--- config.mk ---
export PLATFORM = sky130hd
export DESIGN_NAME = smart_card_atr_parser_core
export DESIGN_NICKNAME = d
export VERILOG_FILES = /design/src/hdl/atrp_pkg.sv /design/src/hdl/atrp_step.sv /design/src/hdl/smart_card_atr_parser_core.sv
export VERILOG_INCLUDE_DIRS = /design/src /design/src/hdl
export SDC_FILE = /design/constraint.sdc
export NUM_CORES = 1
export LEC_CHECK = 0
export BUFFER_PORTS_ARGS = -buffer_cell sky130_fd_sc_hd__buf_2
export CORE_ASPECT_RATIO = 0.7
export CORE_MARGIN = 3
export CORE_UTILIZATION = 45
export DETAILED_ROUTE_END_ITERATION = 6
export GPL_TIMING_DRIVEN = 0
export SKIP_CTS_REPAIR_TIMING = 1
export SYNTH_ARGS = -nofsm -noshare
export SYNTH_HDL_FRONTEND = slang
export SYNTH_HIERARCHICAL = 1
export SYNTH_SLANG_ARGS = --single-unit
--- constraint.sdc ---
create_clock -name clk -period 6.2 [get_ports clk]
set_input_delay 1.24 -clock clk [delete_from_list [all_inputs] [get_ports clk]]
set_output_delay 1.24 -clock clk [all_outputs]
set_load 0.03 [all_outputs]
--- src/hdl/smart_card_atr_parser_core_defines.svh ---
// Assertion macros used by the smart-card ATR parser core.
`ifndef SMART_CARD_ATR_PARSER_CORE_DEFINES_SVH
`define SMART_CARD_ATR_PARSER_CORE_DEFINES_SVH

`ifndef SYNTHESIS

`define ATRP_ASSERT_NOW(lbl, ante, cons, msg) \
    lbl: assert property (@(posedge clk) disable iff (!rst_n) (ante) |-> (cons)) \
        else $error(msg);

`define ATRP_ASSERT_NEXT(lbl, ante, cons, msg) \
    lbl: assert property (@(posedge clk) disable iff (!rst_n) (ante) |=> (cons)) \
        else $error(msg);

`else

`define ATRP_ASSERT_NOW(lbl, ante, cons, msg)

`define ATRP_ASSERT_NEXT(lbl, ante, cons, msg)

`endif

`endif

--- src/hdl/atrp_pkg.sv ---
// Types and constants of the smart-card ATR parser.
`timescale 1ns / 1ps

package atrp_pkg;

    localparam logic [2:0] KIND_TS   = 3'd0;
    localparam logic [2:0] KIND_T0   = 3'd1;
    localparam logic [2:0] KIND_TA   = 3'd2;
    localparam logic [2:0] KIND_TB   = 3'd3;
    localparam logic [2:0] KIND_TC   = 3'd4;
    localparam logic [2:0] KIND_TD   = 3'd5;
    localparam logic [2:0] KIND_HIST = 3'd6;
    localparam logic [2:0] KIND_SURP = 3'd7;

    localparam logic [5:0] MAX_BYTES_RESET = 6'd32;
    localparam logic [5:0] COUNT_MAX       = 6'd63;
    localparam logic [3:0] GROUP_MAX       = 4'd15;

    typedef enum logic [4:0] {
        PH_TS    = 5'b00001,
        PH_T0    = 5'b00010,
        PH_IFACE = 5'b00100,
        PH_HIST  = 5'b01000,
        PH_DONE  = 5'b10000
    } phase_t;

    typedef struct packed {
        logic [7:0] rx_byte;
        logic       start_of_atr;
    } in_beat_t;

    typedef struct packed {
        logic [2:0] byte_kind;
        logic [3:0] group_index;
        logic [3:0] protocol_type;
        logic       atr_complete;
        logic       pts_needed;
    } out_beat_t;

    typedef struct packed {
        phase_t     phase;
        logic [3:0] pending;
        logic [3:0] group;
        logic [5:0] iface_count;
        logic [3:0] hist_total;
        logic [3:0] hist_left;
        logic [7:0] first_ta;
    } parse_state_t;

    localparam parse_state_t STATE_CLEAR = '{
        phase:       PH_TS,
        pending:     4'd0,
        group:       4'd0,
        iface_count: 6'd0,
        hist_total:  4'd0,
        hist_left:   4'd0,
        first_ta:    8'd0
    };

endpackage

--- src/hdl/atrp_step.sv ---
// Next-state and result logic for one ATR byte.
`timescale 1ns / 1ps

module atrp_step (
    input  atrp_pkg::parse_state_t cur,
    input  atrp_pkg::in_beat_t     in_data,
    input  logic [5:0]             max_bytes,
    output atrp_pkg::parse_state_t nxt,
    output atrp_pkg::out_beat_t    res
);

    atrp_pkg::parse_state_t s;
    logic                   try_open;
    logic                   leave;
    logic                   done;
    logic [3:0]             nib;
    logic [6:0]             used;

    always_comb
    begin
        s        = in_data.start_of_atr ? atrp_pkg::STATE_CLEAR : cur;
        nxt      = s;
        res      = '0;
        res.byte_kind = atrp_pkg::KIND_SURP;
        try_open = 1'b0;
        leave    = 1'b0;
        done     = 1'b0;
        nib      = in_data.rx_byte[7:4];

        unique case (s.phase)
            atrp_pkg::PH_TS:
            begin
                res.byte_kind = atrp_pkg::KIND_TS;
                nxt.phase     = atrp_pkg::PH_T0;
            end
            atrp_pkg::PH_T0:
            begin
                res.byte_kind  = atrp_pkg::KIND_T0;
                nxt.hist_total = in_data.rx_byte[3:0];
                nxt.hist_left  = in_data.rx_byte[3:0];
                nxt.group      = 4'd0;
                try_open       = 1'b1;
            end
            atrp_pkg::PH_IFACE:
            begin
                res.group_index = s.group;
                if (s.iface_count != atrp_pkg::COUNT_MAX)
                begin
                    nxt.iface_count = s.iface_count + 6'd1;
                end
                priority if (s.pending[0])
                begin
                    res.byte_kind  = atrp_pkg::KIND_TA;
                    nxt.pending[0] = 1'b0;
                    if (s.group == 4'd1)
                    begin
                        nxt.first_ta = in_data.rx_byte;
                    end
                end
                else if (s.pending[1])
                begin
                    res.byte_kind  = atrp_pkg::KIND_TB;
                    nxt.pending[1] = 1'b0;
                end
                else if (s.pending[2])
                begin
                    res.byte_kind  = atrp_pkg::KIND_TC;
                    nxt.pending[2] = 1'b0;
                end
                else
                begin
                    res.byte_kind     = atrp_pkg::KIND_TD;
                    nxt.pending       = 4'd0;
                    res.protocol_type = in_data.rx_byte[3:0];
                    try_open          = 1'b1;
                end
                if (!try_open && nxt.pending == 4'd0)
                begin
                    leave = 1'b1;
                end
            end
            atrp_pkg::PH_HIST:
            begin
                res.byte_kind = atrp_pkg::KIND_HIST;
                if (s.hist_left != 4'd0)
                begin
                    nxt.hist_left = s.hist_left - 4'd1;
                end
                if (nxt.hist_left == 4'd0)
                begin
                    nxt.phase = atrp_pkg::PH_DONE;
                    done      = 1'b1;
                end
            end
            default:
            begin
                res.byte_kind = atrp_pkg::KIND_SURP;
                nxt.phase     = atrp_pkg::PH_DONE;
            end
        endcase

        used = {1'b0, nxt.iface_count} + {3'b000, nxt.hist_total};

        if (try_open)
        begin
            if (nib != 4'd0 && nxt.group != atrp_pkg::GROUP_MAX &&
                used <= {1'b0, max_bytes})
            begin
                nxt.pending = nib;
                nxt.group   = nxt.group + 4'd1;
                nxt.phase   = atrp_pkg::PH_IFACE;
            end
            else
            begin
                leave = 1'b1;
            end
        end

        if (leave)
        begin
            nxt.pending = 4'd0;
            if (nxt.hist_left != 4'd0)
            begin
                nxt.phase = atrp_pkg::PH_HIST;
            end
            else
            begin
                nxt.phase = atrp_pkg::PH_DONE;
                done      = 1'b1;
            end
        end

        res.atr_complete = done;
        res.pts_needed   = (nxt.first_ta != 8'h00) && (nxt.first_ta != 8'h01) &&
                           (nxt.first_ta != 8'h11);
    end

endmodule

--- src/hdl/smart_card_atr_parser_core.sv ---
// Top level of the smart-card ATR parser with state and result registers.
// A byte accepted at a clock edge has its result registered and valid right after that edge.
// Throughput is one byte per cycle while no result waits or out_ready is high; atrp_step is combinational.
// The next byte is accepted while a result waits, as long as that result is taken too.
// Reset clears the parse state to expect TS and sets the limit register to 32.
`timescale 1ns / 1ps
`include "smart_card_atr_parser_core_defines.svh"

module smart_card_atr_parser_core (
    input  logic                clk,
    input  logic                rst_n,
    input  logic                in_valid,
    output logic                in_ready,
    input  atrp_pkg::in_beat_t  in_data,
    output logic                out_valid,
    input  logic                out_ready,
    output atrp_pkg::out_beat_t out_data,
    input  logic                cfg_we,
    input  logic [5:0]          cfg_wdata
);

    atrp_pkg::parse_state_t state_reg;
    atrp_pkg::parse_state_t state_next;
    atrp_pkg::out_beat_t    result_reg;
    atrp_pkg::out_beat_t    result_next;
    logic                   out_valid_reg;
    logic [5:0]             max_bytes_reg;
    logic                   accept;

    assign in_ready  = !out_valid_reg || out_ready;
    assign accept    = in_valid && in_ready;
    assign out_valid = out_valid_reg;
    assign out_data  = result_reg;

    atrp_step u_step (
        .cur       (state_reg),
        .in_data   (in_data),
        .max_bytes (max_bytes_reg),
        .nxt       (state_next),
        .res       (result_next)
    );

    always_ff @(posedge clk or negedge rst_n)
    begin
        if (!rst_n)
        begin
            state_reg     <= atrp_pkg::STATE_CLEAR;
            out_valid_reg <= 1'b0;
            max_bytes_reg <= atrp_pkg::MAX_BYTES_RESET;
        end
        else
        begin
            if (cfg_we)
            begin
                max_bytes_reg <= cfg_wdata;
            end
            if (accept)
            begin
                state_reg     <= state_next;
                out_valid_reg <= 1'b1;
            end
            else if (out_ready)
            begin
                out_valid_reg <= 1'b0;
            end
        end
    end

    always_ff @(posedge clk)
    begin
        if (accept)
        begin
            result_reg <= result_next;
        end
    end

    `ATRP_ASSERT_NEXT(a_accept_gives_beat, accept, out_valid, "accepted beat gave no result")
    `ATRP_ASSERT_NOW(a_complete_kind, out_valid && out_data.atr_complete, out_data.byte_kind != atrp_pkg::KIND_TS && out_data.byte_kind != atrp_pkg::KIND_SURP, "completion on TS or surplus byte")
    `ATRP_ASSERT_NOW(a_group_kind, out_valid && out_data.group_index != 4'd0, out_data.byte_kind == atrp_pkg::KIND_TA || out_data.byte_kind == atrp_pkg::KIND_TB || out_data.byte_kind == atrp_pkg::KIND_TC || out_data.byte_kind == atrp_pkg::KIND_TD, "group index on non-interface byte")

endmodule
==> results.md <==
* VDD IR max at 0.000133 V
* Syn Inst Count at 334
* Pwr dens at 232 nW/µm²
* Global-route wire length before repair at ~14000 µm
* # setup viols final at 0
* Ys async rst share at 0.764
* Number of DRC markers in iteration 0 at roughly 210
* Post-synth EDFFs at 13
* Total power at approximately 0.94 mW
* Drt first pass iters at 5
* Final Net Count at 408
* Critical Path RT at 6.38 ns
* Area Overhead vs Synth at 12.4%
* Cell Rows at 26
* Final worst-path cycle share at 0.959
* Clock Skew at 0.00539 ns
* Crit-path max FO at 10
* GR Util All Layers at 0.197
* Die area at about 9200 µm²
* Leakage at 1.95 nW
* Final Max Tran Viols at 0
* Relative slew margins at 0.335
* Initial Util at 0.480
* Inserted Clock Buffers at 5
* N_diodes at 0
* Yosys reg bits at 55
* H-Tree Level Count at 2
* Inst Count DP at 465
* Share of the core filled with cells at 0.540
* Pre-CTS setup slack at -0.821 ns
* Clk Latency, worst-skew pair at just under 0.3 ns
* Vias/cell at 5.64
* Yosys cell types at 66
* Syn_nets at 368
* Mapped Avg Cell Area at 10.9 µm²
* Port bufs at 33
* Pin count of the biggest net entering global routing at 43
* Critical path class: input port to register
* Core box area at between 7000 and 8000 µm²
* Seq/Total Area, Yosys at 0.398
* Fill count at 670
* Gr ovfl total at 0
* Ys flop type: dfrtp_1
* Post-DP HPWL at 6370 µm
* Detailed Route WL at 8550 µm
* Initial antenna violation count at 0
* HP Class: register to register
* Max reg flops at 35
* Setup ws final at between 0.2 and 0.3 ns
* CTS root buf: clkbuf_16
* Bufs on Longest Clock Path at 2
* Share of layout cells above drive strength 1 at 0.304
* CP startpoint kind: input port
* MaxCap Viol Count at 0
* CP Data Arrival Time at roughly 6 ns
* Antenna viol nets, final at 0
* Final GP Congestion at 0.814
* Critical path's slowest cell: fa_1
* Die W at about 110 µm
* Critical Path Max Stage Delay at 0.45 ns
* Critical path endpoint category: register
* Post-Layout Cell Count at 473
* Status: complete, no violations
* DR WL/cell at 18.1 µm
* CTS tree: built
* DR vias at roughly 2700
* Minimum clock period at just under 6 ns
* Post-route DRC at 0
* Unrepaired setup endpoints after global routing: no
* Synth warnings at 6
* Slew @ Worst Pin at 0.998 ns
* Mapped Area at 3630 µm²
* Max Clk Rate at 168 MHz
* I/O pin count at 35
* Chip height at 81.1 µm
* Clock slew at reported path FFs at 0.07 ns
* Critical Path, Cell by Cell: buf_2 -> clkbuf_4 -> clkbuf_4 -> nor2b_1 -> ha_1 -> and3_1 -> a31oi_4 -> mux2_2 -> fa_1 -> a21o_1 -> a21oi_2 -> xnor2_1 -> ha_1 -> a211oi_1 -> a21oi_1 -> or3_4 -> nor2_2 -> mux2_1 -> mux2_4
* Number of global-route vias before repair at ~2700
* Fin. Hold Viols at 0
* Clk sinks at 55
placed cells by master (no fill, tap or decap), types with 5 or more instances in the layout:
cell type / instances
dfrtp_1: 40
buf_2: 33
mux2_4: 29
nand2_1: 24
inv_1: 21
mux2_2: 17
nand3_1: 16
o21ai_0: 15
edfxtp_1: 13
ha_1: 13
nor2b_1: 11
a21oi_1: 11
nor2_1: 10
clkbuf_1: 6
nor3_1: 6
clkbuf_16: 5
xnor2_1: 5
and2_1: 5
xor2_1: 5
worst paths after layout:
| check | start | depth (start not counted) | end | slack (ns) |
|---|---|---|---|---|
| worst min register to register | state_reg[2] | 1 | state_reg[2] | 0.51 |
| worst max register to register | state_reg[30] | 15 | state_reg[23] | 1.02 |
| max in group asynchronous | rst_n | 1 | state_reg[23] | 4.47 |
| worst max-delay path | in_data[0] | 19 | state_reg[23] | 0.25 |
| min in group asynchronous | rst_n | 1 | state_reg[8] | 1.11 |
| worst min-delay path | state_reg[2] | 1 | state_reg[2] | 0.51 |
kinds of logic after synthesis:
| kind of cell | Yosys count | share of synthesized area |
|---|---|---|
| simple gates | 111 | 0.190 |
| compound gates | 61 | 0.112 |
| flops | 55 | 0.398 |
| mux | 49 | 0.182 |
| buf+inv | 33 | 0.0424 |
| fa+ha+maj | 14 | 0.0504 |
| xor+xnor | 10 | 0.0242 |
| other cells | 1 | 0.00103 |
synth_stat cells, drive strengths merged (2+ instances only):
library cell,number,share of area
a211o,2,0.0048
a21o,3,0.0062
a21oi,12,0.017
a22o,2,0.0048
a31oi,4,0.0069
and2,5,0.0086
and3,5,0.010
buf,6,0.014
clkbuf,6,0.0062
dfrtp,40,0.28
dfstp,2,0.014
edfxtp,13,0.11
ha,13,0.045
inv,21,0.022
mux2,47,0.18
mux2i,2,0.0055
nand2,25,0.028
nand2b,5,0.011
nand3,17,0.025
nand4,4,0.0069
nor2,11,0.012
nor2b,11,0.019
nor3,8,0.014
nor3b,4,0.0097
nor4,5,0.019
nor4b,2,0.0066
o211ai,3,0.0076
o21ai,18,0.025
o221ai,2,0.0048
o22a,2,0.0048
o22ai,3,0.0052
or3,6,0.013
xnor2,5,0.012
xor2,5,0.012
cell type report:
cell class                      count  area, µm²  area share
Multi-Input combinational cell    246       2050       0.502
Sequential cell                    55       1440       0.354
Timing Repair Buffer               33        165      0.0405
Clock buffer                        6        129      0.0316
Tap cell                           98        123      0.0301
Buffer                             12       82.6      0.0203
Inverter                           21       78.8      0.0193
Clock inverter                      2       7.51     0.00184
power breakdown:
part,total (mW),internal [mW],switching (mW),leakage [nW]
clock,0.279,0.148,0.131,0.0659
sequential,0.430,0.403,0.0274,0.684
combinational,0.235,0.103,0.132,1.20
worst max-delay path, delay by kind of cell:
kind,cells,cell delay [ns]
AO/OA/AOI/OAI,5,1.16
multiplexers,3,1.03
AND/OR/NAND/NOR,4,0.95
adder cells (fa/ha/maj),3,0.93
buffers and inverters,3,0.65
XOR/XNOR,1,0.16
routing by layer:
metal / track usage / vias up / wire length [µm]
met5: 0 / - / 0
met4: 0.0408 / 0 / 63
met3: 0.0357 / 8 / 487
met2: 0.287 / 69 / 3480
met1: 0.304 / 1290 / 4520
li1: - / 1300 / -
through the flow:
stage	instance area [µm²]	hold WS, ns	setup TNS [ns]
finish	4080	0.507	0
global route	4080	0.523	0
CTS	4050	0.511	-3.39
detailed placement	3910	0.492	-6.69
global placement	3910	0.484	-6.04
floorplan	3630	0.473	0
No activity file was read; power rests on OpenSTA's default activity.
